### config.mk
export PLATFORM = sky130hd
export DESIGN_NAME = csfd_check
export DESIGN_NICKNAME = d
export VERILOG_FILES = /design/src/hw/rtl/csfd_pkg.sv /design/src/hw/rtl/csfd_check.sv
export SDC_FILE = /design/constraint.sdc
export NUM_CORES = 1
export LEC_CHECK = 0
export ABC_AREA = 1
export BUFFER_PORTS_ARGS = -buffer_cell sky130_fd_sc_hd__buf_2
export CORE_AREA = 3 3 150 152
export CTS_CLUSTER_DIAMETER = 100
export DETAILED_ROUTE_END_ITERATION = 8
export DIE_AREA = 0 0 153 155
export GPL_TIMING_DRIVEN = 0
export PLACE_DENSITY = 0.72
export SYNTH_ARGS = -nofsm -noshare
export SYNTH_HDL_FRONTEND = slang
export SYNTH_SLANG_ARGS = --single-unit
### constraint.sdc
create_clock -name clk -period 23.1 [get_ports clk]
set_clock_uncertainty 0.2 [all_clocks]
set_input_delay 3.465 -clock clk [delete_from_list [all_inputs] [get_ports clk]]
set_output_delay 3.465 -clock clk [all_outputs]
set_load 0.01 [all_outputs]
### src/hw/rtl/csfd_pkg.sv
// Package for the CAN signal field decoder: status codes and the words
// passed between the pipeline sections. No dependencies.
package csfd_pkg;

  typedef enum logic [1:0] {
    ST_OK        = 2'd0,
    ST_SHORT     = 2'd1,
    ST_BAD_FIELD = 2'd2,
    ST_RANGE     = 2'd3
  } csfd_status_t;

  // Word from the field extractor to the multiply-add section.
  typedef struct packed {
    csfd_status_t status;
    logic [63:0]  raw;
    logic [31:0]  scale;
    logic [63:0]  offset;
    logic [63:0]  min_limit;
    logic [63:0]  max_limit;
  } csfd_raw_t;

  // Word from the multiply-add section to the limit check.
  typedef struct packed {
    csfd_status_t status;
    logic [63:0]  raw;
    logic [63:0]  phys;
    logic [63:0]  min_limit;
    logic [63:0]  max_limit;
  } csfd_phys_t;

endpackage

### src/hw/rtl/csfd_check.sv
// Limit check and output register: flags a physical value outside the
// limits and holds the result word for the receiver. Uses csfd_pkg.
module csfd_check (
  input  logic                 clk,
  input  logic                 rst_n,
  input  logic                 in_valid,
  output logic                 in_ready,
  input  csfd_pkg::csfd_phys_t in_word,
  output logic                 out_valid,
  input  logic                 out_ready,
  output logic [1:0]           out_status,
  output logic [63:0]          out_raw_value,
  output logic [63:0]          out_physical_value
);
  import csfd_pkg::*;

  logic         s6_v_r;
  logic         s6_adv;
  csfd_status_t status_nxt;
  csfd_status_t status_r;
  logic [63:0]  raw_r;
  logic [63:0]  phys_r;
  logic         below;
  logic         above;

  assign s6_adv   = !s6_v_r || out_ready;
  assign in_ready = s6_adv;

  always_comb begin
    below = $signed(in_word.phys) < $signed(in_word.min_limit);
    above = $signed(in_word.max_limit) < $signed(in_word.phys);
    if ((in_word.status == ST_OK) && (below || above)) begin
      status_nxt = ST_RANGE;
    end else begin
      status_nxt = in_word.status;
    end
  end

  always_ff @(posedge clk) begin
    if (!rst_n) begin
      s6_v_r <= 1'b0;
    end else if (s6_adv) begin
      s6_v_r <= in_valid;
    end
  end

  always_ff @(posedge clk) begin
    if (in_valid && s6_adv) begin
      status_r <= status_nxt;
      raw_r    <= in_word.raw;
      phys_r   <= in_word.phys;
    end
  end

  assign out_valid          = s6_v_r;
  assign out_status         = status_r;
  assign out_raw_value      = raw_r;
  assign out_physical_value = phys_r;

endmodule
==> qor.csv <==
metric;value;unit
setup repair after global routing missed its margin;no;
share of synthesized area occupied by flip-flops and latches;53.8;%
share of layout cells above drive strength 1;40.1;%
worst r2r src;out_valid;
pin slew with the least headroom to its limit;0.773;ns
Final #Nets;1479;
routed len/inst;16.1;µm
worst endpoint required time;19.43;ns
power per standard cell area;64.6;mW/mm²
floorplan die width;153;µm
Detailed Route Iter0 Violations;249;
TritonCTS clock tree;built;
clock-pin slew reported for the worst setup and hold paths after clock tree synthesis;0.07;ns
switching fraction of total power;27.8;%
final setup vio count;0;
Final Hold Fails;0;
max-cap violations;0;
clock network fraction of design power;41.2;%
largest vdd supply drop;0.0433;mV
cell at the root of the clock tree;sky130_fd_sc_hd__clkbuf_16;
max-slew violation count;0;
Post-Layout Cell Count;1380;
routability congestion estimate from global placement;0.867;
routed vias;6218;
relative area change from synthesis to final layout;41.0;%
worst-case headroom to the max-slew limit;48.4;%
critical path class;in2out;
shortest period the worst path allows;7.53;ns
detailed-placement wirelength estimate;18.8;mm
synthesized area divided by synthesized cell count;10.8;µm²
fill cell instance count of the final layout;1995;
cts bufs inserted;17;
number of buffers inserted by port buffering;393;
Post-Route Setup TNS;0;ns
Lkg Pwr;5.44;nW
element type at the critical path end;primary output;
Final ANT Viol Nets;0;
final critical-path setup slack;15.57;ns
final clock period utilization by the worst path;32.6;%
buffer levels on the longest clock path;2;
number of standard-cell rows in the floorplan;53;
total overflow reported by the global router;0;
antenna violations before repair;2;
wire length of the first global-routing pass;33.2;mm
buffers inserted during post-CTS setup optimization;0;
number of levels in the clock H-tree;4;
drt drc;0;
critical path peak fanout;2;
terminus of the critical flop-to-flop path;out_physical_value[44];
pre-CTS setup slack;15.56;ns
warning count from the yosys run;0;
average vias per placed instance;4.51;
share of synthesized flip-flops with an asynchronous set or reset;0;%
height of the die;155;µm
flop-to-flop setup slack;21.06;ns
Core Box Area;0.0212;mm²
initial core utilization;34.5;%
die area;0.0237;mm²
number of resized instances in the post-cts repair step;0;
number of iterations in the first detailed-routing pass;4;
top-level I/O count;394;
classification of the worst-slack hold path;reg2reg;
number of enable flip-flop cells after synthesis;130;
Skew-Pair Late Insertion Delay;0.42;ns
Netlist Area Pre-Place;0.00730;mm²
run status;complete, no violations;
unique cell type count in the Yosys netlist;26;
total routing usage reported by global routing;18.1;%
sequential power share;42.3;%
total of flip-flops plus latches after synthesis;131;
pin count of the biggest net entering global routing;33;
Crit path arrival time;3.87;ns
cell count of the worst reg-to-reg path;3;
fmax;133;MHz
main flop type after synthesis;sky130_fd_sc_hd__edfxtp_1;
cell count after placement;1347;
Hold-fix buffers, CTS;0;
power dissipated by switching net loads;0.185;mW
post-synthesis net count;1063;
cell count after synthesis;675;
combinational share of power;16.5;%
vias in the first global route;6219;
detailed-route wire length;22.3;mm
internal power consumption;0.480;mW
element type at the critical path start;input pin;
clock sink total;131;
worst setup path startpoint;out_ready;
worst setup path endpoint;in_ready;
-- power by group through the flow --
stage	logic (mW)	clock network (mW)	registers, mW
6_report	0.110	0.274	0.281
2_1_floorplan	0.0462	0	0.298
4_1_cts	0.111	0.281	0.282
3_3_place_gp	0.105	0	0.291
3_5_place_dp	0.111	0	0.287
5_1_grt	0.125	0.291	0.282
-- how the worst min path moves through the flow --
stage               startpoint        end  slack, ns  cells past startpoint
global route         out_valid  out_valid       0.39                      2
finish               out_valid  out_valid       0.35                      2
CTS                  out_valid  out_valid       0.35                      2
global placement     out_valid  out_valid       0.29                      2
detailed placement   out_valid  out_valid       0.34                      2
floorplan            out_valid  out_valid       0.40                      2
-- stage by stage --
step           instance area [µm²]  power, mW  util (%)  hold slack (ns)
6_report                     10300      0.665      48.6            0.349
5_1_grt                      10300      0.698      48.6            0.394
4_1_cts                      10300      0.673      48.6            0.348
3_5_place_dp                  9700      0.397      45.8            0.338
3_3_place_gp                  9610      0.395      45.4            0.289
2_1_floorplan                 7300      0.344         -            0.395
-- synthesized netlist by cell type (2+ instances only) --
cell type	count	share of area, %
sky130_fd_sc_hd__nor3_1	5	0.34
sky130_fd_sc_hd__nand2_1	111	5.7
sky130_fd_sc_hd__o21ai_1	13	0.89
sky130_fd_sc_hd__edfxtp_1	130	54
sky130_fd_sc_hd__inv_1	151	7.8
sky130_fd_sc_hd__nand3_1	9	0.62
sky130_fd_sc_hd__o211ai_1	2	0.21
sky130_fd_sc_hd__nor2_1	31	1.6
sky130_fd_sc_hd__ha_1	126	22
sky130_fd_sc_hd__o21a_1	2	0.21
sky130_fd_sc_hd__a21oi_1	61	4.2
sky130_fd_sc_hd__nand3_2	2	0.27
sky130_fd_sc_hd__a21o_1	2	0.21
sky130_fd_sc_hd__inv_2	3	0.15
sky130_fd_sc_hd__nand4_1	8	0.69
sky130_fd_sc_hd__nor3_2	3	0.41
sky130_fd_sc_hd__o21ai_0	7	0.48
-- worst max-delay path: stages --
cell	delay (ns)
sky130_fd_sc_hd__buf_2	0.09
sky130_fd_sc_hd__inv_1	0.10
sky130_fd_sc_hd__nand2_1	0.07
sky130_fd_sc_hd__buf_2	0.14
-- final cells by class --
class / count / area, µm² / share of cell area (%)
Inverter: 155 / 583 / 5.67
Clock inverter: 15 / 164 / 1.59
Sequential cell: 131 / 3920 / 38.1
Timing Repair Buffer: 397 / 2050 / 19.9
Antenna cell: 1 / 2.50 / 0.0243
Tap cell: 275 / 344 / 3.34
Clock buffer: 17 / 425 / 4.13
Multi-Input combinational cell: 389 / 2800 / 27.2
-- routing by layer --
metal  vias to the layer above  GRT usage, %  share of wire [%]  wire [µm]
met4                         2          6.41                2.3        518
met1                      2830          20.9                 39       8750
met2                       240          32.4                 51      11400
met3                        28          4.87                7.3       1620
li1                       3118             -                  -          -
met5                         -             0              0.045         10
-- flip-flops by register name, indices dropped and copies added, names as in the netlist --
register	cells
out_physical_value	64
out_raw_value	64
out_status	2
out_valid	1
-- placed cells by master (no fill, tap or decap), types with 2 or more instances in the layout --
cell type,count
sky130_fd_sc_hd__a21o_1,2
sky130_fd_sc_hd__a21oi_1,60
sky130_fd_sc_hd__buf_12,4
sky130_fd_sc_hd__buf_2,393
sky130_fd_sc_hd__clkbuf_16,17
sky130_fd_sc_hd__clkinv_2,2
sky130_fd_sc_hd__clkinvlp_4,2
sky130_fd_sc_hd__edfxtp_1,130
sky130_fd_sc_hd__ha_1,126
sky130_fd_sc_hd__inv_1,151
sky130_fd_sc_hd__inv_2,3
sky130_fd_sc_hd__inv_6,6
sky130_fd_sc_hd__inv_8,4
sky130_fd_sc_hd__nand2_1,111
sky130_fd_sc_hd__nand3_1,9
sky130_fd_sc_hd__nand3_2,2
sky130_fd_sc_hd__nand4_1,8
sky130_fd_sc_hd__nor2_1,31
sky130_fd_sc_hd__nor3_1,5
sky130_fd_sc_hd__nor3_2,3
sky130_fd_sc_hd__o211ai_1,2
sky130_fd_sc_hd__o21a_1,2
sky130_fd_sc_hd__o21ai_0,7
sky130_fd_sc_hd__o21ai_1,13
-- cell families after synthesis --
| group | synth area share (%) |
|---|---|
| fa+ha+maj | 21.6 |
| simple gates | 10.3 |
| compound gates | 6.28 |
| buf+inv | 7.99 |
| flops | 53.8 |
Note: power is estimated with default switching activity, not from simulation.
