<file path="config.mk">
export PLATFORM = sky130hd
export DESIGN_NAME = csfd_extract
export DESIGN_NICKNAME = d
export VERILOG_FILES = /design/src/hw/rtl/csfd_pkg.sv /design/src/hw/rtl/csfd_extract.sv
export SDC_FILE = /design/constraint.sdc
export NUM_CORES = 1
export LEC_CHECK = 0
export BUFFER_PORTS_ARGS = -buffer_cell sky130_fd_sc_hd__buf_4
export CORE_MARGIN = 4
export CORE_UTILIZATION = 30
export CTS_CLUSTER_DIAMETER = 30
export DETAILED_ROUTE_END_ITERATION = 8
export PLACE_DENSITY_LB_ADDON = 0.2
export SETUP_SLACK_MARGIN = 0.05
export SLEW_MARGIN = 10
export SYNTH_ARGS = -nofsm -noshare
export SYNTH_HDL_FRONTEND = slang
export SYNTH_SLANG_ARGS = --single-unit
</file>
<file path="constraint.sdc">
create_clock -name clk -period 23.1 [get_ports clk]
set_input_delay 3.465 -clock clk [delete_from_list [all_inputs] [get_ports clk]]
set_output_delay 3.465 -clock clk [all_outputs]
set_load 0.02 [all_outputs]
</file>
<file path="src/hw/rtl/csfd_pkg.sv">
// Package for the CAN signal field decoder: status codes and the words
// passed between the pipeline sections. No dependencies.
package csfd_pkg;

  typedef enum logic [1:0] {
    ST_OK        = 2'd0,
    ST_SHORT     = 2'd1,
    ST_BAD_FIELD = 2'd2,
    ST_RANGE     = 2'd3
  } csfd_status_t;

  // Word from the field extractor to the multiply-add section.
  typedef struct packed {
    csfd_status_t status;
    logic [63:0]  raw;
    logic [31:0]  scale;
    logic [63:0]  offset;
    logic [63:0]  min_limit;
    logic [63:0]  max_limit;
  } csfd_raw_t;

  // Word from the multiply-add section to the limit check.
  typedef struct packed {
    csfd_status_t status;
    logic [63:0]  raw;
    logic [63:0]  phys;
    logic [63:0]  min_limit;
    logic [63:0]  max_limit;
  } csfd_phys_t;

endpackage

</file>
<file path="src/hw/rtl/csfd_extract.sv">
// Field extractor: length and field checks, bit gathering in either byte
// order, masking and sign extension over two register stages. Uses csfd_pkg.
module csfd_extract #(
  parameter int FRAME_BYTES = 8
) (
  input  logic               clk,
  input  logic               rst_n,
  input  logic               in_valid,
  output logic               in_ready,
  input  logic [63:0]        frame_data,
  input  logic [3:0]         frame_length,
  input  logic [3:0]         message_length,
  input  logic [5:0]         start_bit,
  input  logic [6:0]         bit_length,
  input  logic               little_endian,
  input  logic               is_signed,
  input  logic [31:0]        scale_factor,
  input  logic [63:0]        offset_value,
  input  logic [63:0]        min_limit,
  input  logic [63:0]        max_limit,
  output logic               out_valid,
  input  logic               out_ready,
  output csfd_pkg::csfd_raw_t out_word
);
  import csfd_pkg::*;

  localparam logic [3:0] MaxBytes = (FRAME_BYTES > 8) ? 4'd8 : 4'(FRAME_BYTES);

  // Stage 1 registers.
  logic         s1_v_r;
  csfd_status_t s1_status_r;
  logic [63:0]  s1_field_r;
  logic [6:0]   s1_len_r;
  logic         s1_signed_r;
  logic [31:0]  s1_scale_r;
  logic [63:0]  s1_offset_r;
  logic [63:0]  s1_min_r;
  logic [63:0]  s1_max_r;
  // Stage 2 registers.
  logic         s2_v_r;
  csfd_raw_t    s2_word_r;

  logic         s1_adv;
  logic         s2_adv;
  logic [3:0]   bytes_eff;
  logic [6:0]   usable_bits;
  logic [7:0]   end_bit;
  logic [7:0]   low_bit;
  logic         len_bad;
  logic         intel_bad;
  logic         moto_bad;
  logic [63:0]  moto_data;
  logic [5:0]   shamt;
  logic [63:0]  field_nxt;
  csfd_status_t status_nxt;
  logic [63:0]  mask;
  logic         sign_bit;
  csfd_raw_t    word_nxt;

  assign s2_adv   = !s2_v_r || out_ready;
  assign s1_adv   = !s1_v_r || s2_adv;
  assign in_ready = s1_adv;

  always_comb begin
    bytes_eff   = (frame_length > MaxBytes) ? MaxBytes : frame_length;
    usable_bits = {bytes_eff, 3'b000};
    end_bit     = {2'b00, start_bit} + {1'b0, bit_length};
    low_bit     = {2'b00, start_bit} + 8'd1 - {1'b0, bit_length};
    len_bad     = (bit_length == 7'd0) || (bit_length > 7'd64);
    intel_bad   = end_bit > {1'b0, usable_bits};
    moto_bad    = (({2'b00, start_bit} + 8'd1) < {1'b0, bit_length}) ||
                  ({1'b0, start_bit} >= usable_bits);
    // Motorola numbering reverses the bit order inside each byte; after that
    // the field is a plain slice ending at the start bit.
    for (int i = 0; i < 64; i++) begin
      moto_data[i] = frame_data[(i & ~7) + (7 - (i & 7))];
    end
    shamt     = little_endian ? start_bit : low_bit[5:0];
    field_nxt = (little_endian ? frame_data : moto_data) >> shamt;
    if (frame_length < message_length) begin
      status_nxt = ST_SHORT;
    end else if (len_bad || (little_endian ? intel_bad : moto_bad)) begin
      status_nxt = ST_BAD_FIELD;
    end else begin
      status_nxt = ST_OK;
    end
  end

  always_comb begin
    mask     = ~({64{1'b1}} << s1_len_r);
    sign_bit = s1_signed_r && s1_field_r[6'(s1_len_r - 7'd1)];
    word_nxt.status    = s1_status_r;
    word_nxt.raw       = (s1_status_r == ST_OK) ?
                         ((s1_field_r & mask) | (sign_bit ? ~mask : 64'd0)) : 64'd0;
    word_nxt.scale     = s1_scale_r;
    word_nxt.offset    = s1_offset_r;
    word_nxt.min_limit = s1_min_r;
    word_nxt.max_limit = s1_max_r;
  end

  always_ff @(posedge clk) begin
    if (!rst_n) begin
      s1_v_r <= 1'b0;
      s2_v_r <= 1'b0;
    end else begin
      if (s1_adv) begin
        s1_v_r <= in_valid;
      end
      if (s2_adv) begin
        s2_v_r <= s1_v_r;
      end
    end
  end

  always_ff @(posedge clk) begin
    if (in_valid && s1_adv) begin
      s1_status_r <= status_nxt;
      s1_field_r  <= field_nxt;
      s1_len_r    <= bit_length;
      s1_signed_r <= is_signed;
      s1_scale_r  <= scale_factor;
      s1_offset_r <= offset_value;
      s1_min_r    <= min_limit;
      s1_max_r    <= max_limit;
    end
    if (s1_v_r && s2_adv) begin
      s2_word_r <= word_nxt;
    end
  end

  assign out_valid = s2_v_r;
  assign out_word  = s2_word_r;

endmodule

</file>
==> impl_summary.log, run 1 <==
INFO  metric status = complete, no violations
INFO  metric nFillCells = 7,711
INFO  metric max_freq = 130 MHz
INFO  metric holdCritPathClass = reg -> reg
INFO  metric cts_root_buf = clkbuf_16
INFO  metric post_cts_clock_slew_at_the_launch_and_capture_registers_of_the_worst_setup_and_hold_paths = 50 ps
INFO  metric power.static_leakage = 13.2 nW
INFO  metric drtAntennaViolNets = 0
INFO  metric cts.sinks = 590
INFO  metric part_of_the_yosys_area_used_for_sequential_elements = 70.1%
INFO  metric min_period_over_period = 33.3%
INFO  metric worst_reg2reg_endpoint = out_word[252]
INFO  metric vdd_ir_drop_max = 0.0555 mV
INFO  metric yosysMostFrequentCell = edfxtp_1
INFO  metric vias_after_detailed_routing = 16,951
INFO  metric hold_buffers = 0
INFO  metric cts_tree = yes
INFO  metric floorplan.io_pins = 607
INFO  metric holdPathStages = 0
INFO  metric detail_route.wl_per_cell = 23.4 µm
INFO  metric min-delay-start = s1_max_r[42]
INFO  metric vias_in_the_first_global_route = 16,772
INFO  metric netSwitchingPower = 0.918 mW
INFO  metric timing.critical_path.arrival = 4230 ps
INFO  metric worst_setup_path_end_kind = output pin
INFO  metric drive_above_1_share = 38.2%
INFO  metric setup_viol = 0
INFO  metric grt_first_pass_wirelength = 116 mm
INFO  metric drt_iter0_markers = 1,354
INFO  metric placement.io_buffers = 606
INFO  metric synth_area_per_inst = 15.4 µm²
INFO  metric placedCellCount = 3,254
INFO  metric place.gp.congestion = 0.895
INFO  metric setup_ws = 15,400 ps
INFO  metric htreeDepth = 3
INFO  metric whs_endpoint = out_word[42]
INFO  metric finalCriticalPeriod = 7700 ps
INFO  metric synth_commonest_cells = 588 x edfxtp_1, 147 x mux2i_1, 111 x a21oi_1, 100 x nand2_1, 92 x nor2_1
INFO  metric synth.area.top_cells = edfxtp_1 70%, mux2i_1 5.8%, mux4_2 4.5%, a21oi_1 2.2%, o21ai_0 1.8%
INFO  metric place_ws = 15,430 ps
INFO  metric timing.setup.tns = 0 ps
INFO  metric power.density_cell_area = 96.6 mW/mm²
INFO  metric layoutNonFillerInstCount = 3,441
INFO  metric syn_nets = 1,987
INFO  metric worst-endpoint-required = 19,640 ps
INFO  metric synthToLayoutAreaGrowth = 36.2%
INFO  metric worst_pin_slew = 1110 ps
INFO  metric grt.total_usage = 17.4%
INFO  metric cts_setup_buffers = 0
INFO  metric p_comb_share = 15.9%
INFO  metric p_int = 2.40 mW
INFO  metric number_of_buffers_between_clock_root_and_the_deepest_sink = 3
INFO  metric floorplan.core_area = 0.0836 mm²
INFO  metric yosysWarningCount = 0
INFO  metric grt-ovfl-total = 0
INFO  metric ys_seq_elements = 590
INFO  metric power.share.sequential = 39.6%
INFO  metric worstPathMaxFanout = 4
INFO  metric synth.cell_area = 0.0253 mm²
INFO  metric rsz0062_at_grt = no
INFO  metric synth_top_cell_by_area = edfxtp_1
INFO  metric postSynth.asyncResetShare = 0%
INFO  metric postCtsResizedCells = 0
INFO  metric worst-r2r-cell-count = 9
INFO  metric drc = 0
INFO  metric place.detailed.hpwl = 61.4 mm
INFO  metric grt_max_degree = 80
INFO  metric part_of_the_power_in_the_clock_network = 44.6%
INFO  metric worst-setup-path-type = in -> out
INFO  metric synth_cell_types = 67
INFO  metric finish.net_count = 2,619
INFO  metric timing.max_slew.rel_slack = 26.1%
INFO  metric worstSetupStartpointType = primary input
INFO  metric timing.hold.ws = 399 ps
INFO  metric reg2reg_slack = 18,010 ps
INFO  metric floorplan.die_area = 0.0889 mm²
INFO  metric predominant_post_synthesis_flop_cell = edfxtp_1
INFO  metric slew_viol_final = 0
INFO  metric worstReg2RegStart = s1_len_r[0]
INFO  metric synth-edff-count = 588
INFO  metric antenna_found_initial = 4
INFO  metric cap_viol_max_count = 0
INFO  metric vias_per_std_cell = 4.93
INFO  metric switching_part_of_the_total_power = 27.6%
INFO  metric timing.final.hold_violations = 0
INFO  metric row_count = 106
INFO  metric finalWirelength = 80.6 mm
INFO  metric chipWidth = 298 µm
INFO  metric clock_insertion_delay_worst_skew = 630 ps
INFO  metric clock_skew = 32.9 ps
INFO  metric initial_core_util = 30.2%
INFO  metric firstDrtPassIters = 6
INFO  metric synth_top_cell_area_share = 69.9%
INFO  metric die_h = 298 µm
INFO  metric cts_made_buffers = 98
INFO  metric synth_cells = 1,642
routing by layer:
layer  global-route usage, %  wire [µm]  vias to the layer above
met5                       0         11                        -
met4                    5.65       2080                        2
met3                    4.85       6600                      107
met2                    28.7      39200                      721
met1                    22.2      32800                     8386
li1                        -          -                     7735
power by group through the flow:
stage / sequential, mW / clock (mW) / combinational (mW)
CTS: 1.31 / 1.51 / 0.525
global route: 1.32 / 1.57 / 0.566
global placement: 1.33 / 0 / 0.519
detailed placement: 1.33 / 0 / 0.522
floorplan: 1.36 / 0 / 0.288
finish: 1.31 / 1.48 / 0.528
how the worst max path moves through the flow:
| stage | cells after the start | start | slack [ps] | endpoint |
|---|---|---|---|---|
| floorplan | 2 | out_ready | 5790 | out_word[0] |
| global placement | 4 | out_ready | 15410 | in_ready |
| detailed placement | 4 | out_ready | 15430 | in_ready |
| CTS | 4 | out_ready | 15420 | in_ready |
| global route | 4 | out_ready | 15330 | in_ready |
| finish | 4 | out_ready | 15400 | in_ready |
sequential cells by signal, summed over array words and instances, names as in the netlist:
name / count
out_valid: 1
out_word: 290
s1_field_r: 64
s1_len_r: 7
s1_max_r: 64
s1_min_r: 64
s1_offset_r: 64
s1_scale_r: 32
s1_signed_r: 1
s1_status_r: 2
s1_v_r: 1
worst max-delay path: stages:
cell and delay (ps):
buf_4 110, nor2b_1 330, nand2_1 150, buf_4 180
final cells by class:
type	instances	area (µm²)	area share [%]
diodes	3	7.51	0.0218
clock buffers	104	2470	7.20
clock inverters	80	996	2.90
inverters	21	78.8	0.229
multi-input cells	933	7060	20.5
flip-flops and latches	590	17700	51.4
well taps	1080	1350	3.93
repair buffers	630	4730	13.7
layout by cell type, fill, tap and decap left out, drive strengths merged, types with 5 or more instances in the layout:
master / netlist / routed
mux2: 29 / 29
a211oi: 15 / 15
ha: 28 / 28
a21oi: 111 / 111
and3: 8 / 8
a22oi: 6 / 6
or3: 8 / 8
nand2b: 5 / 5
nor3: 21 / 21
o211ai: 21 / 21
nand3: 50 / 50
nand2: 101 / 101
nor2b: 15 / 15
nor2: 94 / 94
inv: 21 / 48
bufinv: 0 / 10
xnor2: 11 / 11
a222oi: 5 / 5
edfxtp: 588 / 588
buf: 54 / 630
o22ai: 10 / 10
clkinvlp: 0 / 8
o21a: 17 / 17
and2: 8 / 8
o31ai: 12 / 12
a21o: 8 / 8
clkbuf: 44 / 104
mux2i: 148 / 148
o21ai: 93 / 93
mux4: 50 / 50
clkinv: 0 / 35
per-stage QoR:
stage	utilization (%)	power, mW	instance area, µm²
detailed placement	37.0	1.86	30900
finish	41.2	3.32	34400
global placement	37.0	1.85	30900
global route	41.2	3.45	34400
floorplan	-	1.65	25300
CTS	41.2	3.35	34400
cells by family after synthesis:
family                     after synthesis  share of synthesized area, %
AOI/OAI and AO/OA                      333                          8.08
buffers and inverters                  119                          2.20
xor gates and xnor gates                15                         0.520
adders and majority gates               30                          1.55
muxes                                  227                          11.6
DFF                                    590                          70.1
and+or+nand+nor                        328                          5.97
No activity file was read; power rests on OpenSTA's default activity.
==> run 2, diff against run 1 <==
--- a/config.mk
+++ b/config.mk
@@ -5,6 +5,7 @@
 export SDC_FILE = /design/constraint.sdc
 export NUM_CORES = 1
 export LEC_CHECK = 0
+export ABC_AREA = 1
 export BUFFER_PORTS_ARGS = -buffer_cell sky130_fd_sc_hd__buf_4
 export CORE_MARGIN = 4
 export CORE_UTILIZATION = 30
==> constraint.sdc (replaced) <==
create_clock -name clk -period 7.9 [get_ports clk]
set_input_delay 1.185 -clock clk [delete_from_list [all_inputs] [get_ports clk]]
set_output_delay 1.185 -clock clk [all_outputs]
set_load 0.02 [all_outputs]
==> run 2 against run 1 <==
Net effect: die area rose by 1.3%; utilization is 0.66 points higher; flip-flop and latch count unchanged; clock power grew to 3.3 times the previous value; clock-buffer cell count is 17 higher; non-clock buffer count fell by 5; critical path depth rose by 10; critical path type is now in -> reg; critical endpoint is now s1_field_r[29].
==> impl_summary.log, run 2 <==
INFO  metric status = complete, no violations
INFO  metric switching_part_of_the_total_power = 26.4% (-1.2 points)
INFO  metric mostFrequentLayoutCell = nand2_1
INFO  metric timing.max_slew.rel_slack = 23.9% (-2.2 points)
INFO  metric synth_area_per_inst = 11.1 µm² (-28%)
INFO  metric place_ws = 3140 ps (-12,290 ps)
INFO  metric drt_iter0_markers = 2,006 (+48%)
INFO  metric vdd_ir_drop_max = 0.200 mV (+260%)
INFO  metric power.share.sequential = 37.8% (-1.8 points)
INFO  metric synth.cell_area = 0.0256 mm² (+1.3%)
INFO  metric antenna_found_initial = 0 (-4)
INFO  metric worst_setup_path_end_kind = register
INFO  metric grt_first_pass_wirelength = 126 mm (+8.6%)
INFO  metric most-common-layout-cells = 633 x nand2_1, 621 x buf_4, 588 x edfxtp_1
INFO  metric yosysWarningCount = 0 (unchanged)
INFO  metric p_int = 7.48 mW (+210%)
INFO  metric worst-setup-path-type = in -> reg
INFO  metric worstSetupStartpointType = primary input
INFO  metric hold_buffers = 0 (unchanged)
INFO  metric setup_viol = 0 (unchanged)
INFO  metric cts_tree = yes
INFO  metric p_total = 10.2 mW (+210%)
INFO  metric slew_viol_final = 0 (unchanged)
INFO  metric row_count = 106 (unchanged)
INFO  metric power.density_cell_area = 289 mW/mm² (+200%)
INFO  metric grt.total_usage = 18.5% (+1.1 points)
INFO  metric yosysMostFrequentCell = nand2_1
INFO  metric ys_seq_elements = 590 (unchanged)
INFO  metric drtAntennaViolNets = 0 (unchanged)
INFO  metric setup_ws = 3690 ps (-11,710 ps)
INFO  metric cts_setup_buffers = 0 (unchanged)
INFO  metric finalWirelength = 87.1 mm (+8.0%)
INFO  metric post_cts_clock_slew_at_the_launch_and_capture_registers_of_the_worst_setup_and_hold_paths = 50 ps (about the same)
INFO  metric postSynth.asyncResetShare = 0% (unchanged)
INFO  metric predominant_post_synthesis_flop_cell = edfxtp_1
INFO  metric netSwitchingPower = 2.69 mW (+190%)
INFO  metric number_of_buffers_between_clock_root_and_the_deepest_sink = 3 (unchanged)
INFO  metric firstDrtPassIters = 6 (unchanged)
INFO  metric placement.io_buffers = 606 (unchanged)
INFO  metric synth-edff-count = 588 (unchanged)
INFO  metric timing.setup.tns = 0 ps (unchanged)
INFO  metric die_h = 300 µm (+0.65%)
INFO  metric timing.hold.ws = 392 ps (-7.13 ps)
INFO  metric synth_cells = 2,303 (+40%)
INFO  metric max_freq = 238 MHz
INFO  metric part_of_the_yosys_area_used_for_sequential_elements = 69.1% (-0.93 points)
INFO  metric finish.net_count = 3,258 (+24%)
INFO  metric vias_in_the_first_global_route = 19,174 (+14%)
INFO  metric cap_viol_max_count = 0 (unchanged)
INFO  metric floorplan.core_area = 0.0841 mm² (+0.63%)
INFO  metric worst-endpoint-required = 8250 ps (-11,390 ps)
INFO  metric finalCriticalPeriod = 4210 ps
INFO  metric largest_register_ffs = 290 (unchanged)
INFO  metric cts_root_buf = clkbuf_16
INFO  metric drc = 0 (unchanged)
INFO  metric vias_after_detailed_routing = 19,954 (+18%)
INFO  metric clock_insertion_delay_worst_skew = 650 ps (+20 ps)
INFO  metric timing.critical_path.arrival = 4560 ps (+330 ps)
INFO  metric cts_made_buffers = 109 (+11%)
INFO  metric floorplan.io_pins = 607 (unchanged)
INFO  metric worst_pin_slew = 1140 ps (+34.4 ps)
INFO  metric synth.area.top_cells = edfxtp_1 69%, nand2_1 9.3%, nand3_1 8.8%, o21ai_0 2.8%, a21oi_1 1.7%
INFO  metric antenna_cells_inserted = 0 (-3)
INFO  metric syn_nets = 2,648 (+33%)
INFO  metric place.detailed.hpwl = 65.7 mm (+7.1%)
INFO  metric part_of_the_power_in_the_clock_network = 47.9% (+3.3 points)
INFO  metric synth_cell_types = 35 (-48%)
INFO  metric rsz0062_at_grt = no
INFO  metric initial_core_util = 30.4% (+0.21 points)
INFO  metric vias_per_std_cell = 4.82 (-2.2%)
INFO  metric holdCritPathClass = reg -> reg
INFO  metric floorplan.die_area = 0.0901 mm² (+1.3%)
INFO  metric synth_commonest_cells = 636 x nand2_1, 588 x edfxtp_1, 452 x nand3_1, 144 x o21ai_0, 95 x inv_1
INFO  metric place.gp.congestion = 0.934 (+4.3%)
INFO  metric clock_skew = 44.7 ps (+11.8 ps)
INFO  metric synth_top_cell_by_area = edfxtp_1
INFO  metric p_comb_share = 14.4% (-1.5 points)
INFO  metric drive_above_1_share = 27.5% (-11 points)
INFO  metric chipWidth = 300 µm (+0.65%)
INFO  metric layoutNonFillerInstCount = 4,142 (+20%)
INFO  metric synthToLayoutAreaGrowth = 37.4%
INFO  metric detail_route.wl_per_cell = 21.0 µm (-10%)
INFO  metric timing.final.hold_violations = 0 (unchanged)
INFO  metric placedCellCount = 3,936 (+21%)
INFO  metric grt_max_degree = 153 (+91%)
INFO  metric worstPathMaxFanout = 65 (+61)
INFO  metric power.static_leakage = 14.6 nW (+10%)
INFO  metric synth_top_cell_area_share = 69.0% (-0.93 points)
INFO  metric grt-ovfl-total = 0 (unchanged)
INFO  metric postCtsResizedCells = 0 (unchanged)
INFO  metric htreeDepth = 3 (unchanged)
INFO  metric cts.sinks = 590 (unchanged)
INFO  metric min_period_over_period = 53.3%
run 2: cell count changes after synthesis, sizes merged, moves of 15 or more:
cell	previous run	this run
nor2	94	62
o211ai	21	1
inv	21	102
a21oi	111	85
nand3	50	453
o21ai	93	162
nor2b	15	0
mux2	29	0
nand2	101	636
o21a	17	0
buf	54	88
mux2i	148	0
a211oi	15	0
mux4	50	0
run 2: area by class of cell:
class	count	area (µm²)
clock buffer	121	2790
clock inverter	85	1150
fill	8063	48900
inverter	102	387
multi-input combinational	1485	6980
sequential	590	17700
tap	1134	1420
timing repair buffer	625	4740
run 2: routing by layer:
metal,vias to the layer above,GRT usage (%),part of all wire [%]
met1,9595,24.4,42
met3,107,3.83,7.3
met2,849,31.3,49
li1,9403,-,-
met4,0,4.55,1.7
met5,-,0,0
run 2: kinds of logic after synthesis:
| group | synth area share (%) |
|---|---|
| AOI/OAI and AO/OA | 5.07 |
| buffers and inverters | 3.86 |
| xor gates and xnor gates | 0.411 |
| DFF | 69.1 |
| adders and majority gates | 1.52 |
| and+or+nand+nor | 20.0 |
run 2: worst max-delay path: stages:
cell     delay, ps
buf_4          130
inv_1           50
ha_1           310
fa_1           420
xor2_1         180
nand2_1         80
nand2_2         50
buf_4          330
inv_2          900
nand3_1        330
nand3_1        210
nand3_1         90
nand3_1        120
nand2_1        110
run 2: worst paths after layout:
path,slack (ps),cells after the start,end,startpoint
setup reg to reg,3730,12,out_word[278],s1_len_r[0]
hold reg to reg,390,0,out_word[56],s1_max_r[56]
hold / removal,390,0,out_word[56],s1_max_r[56]
setup / recovery,3690,14,s1_field_r[29],start_bit[1]
run 2: metrics by stage:
step           util, %  area (µm²)
2_1_floorplan        -       25600
3_5_place_dp      37.1       31200
6_report          41.8       35200
5_1_grt           41.8       35200
3_3_place_gp      37.1       31200
4_1_cts           41.8       35200
run 2: power groups by stage:
stage / logic (mW) / clock network [mW] / registers [mW]
floorplan: 0.814 / 0 / 3.94
global placement: 1.45 / 0 / 3.89
detailed placement: 1.45 / 0 / 3.89
CTS: 1.45 / 4.97 / 3.84
global route: 1.61 / 5.13 / 3.85
finish: 1.46 / 4.87 / 3.84
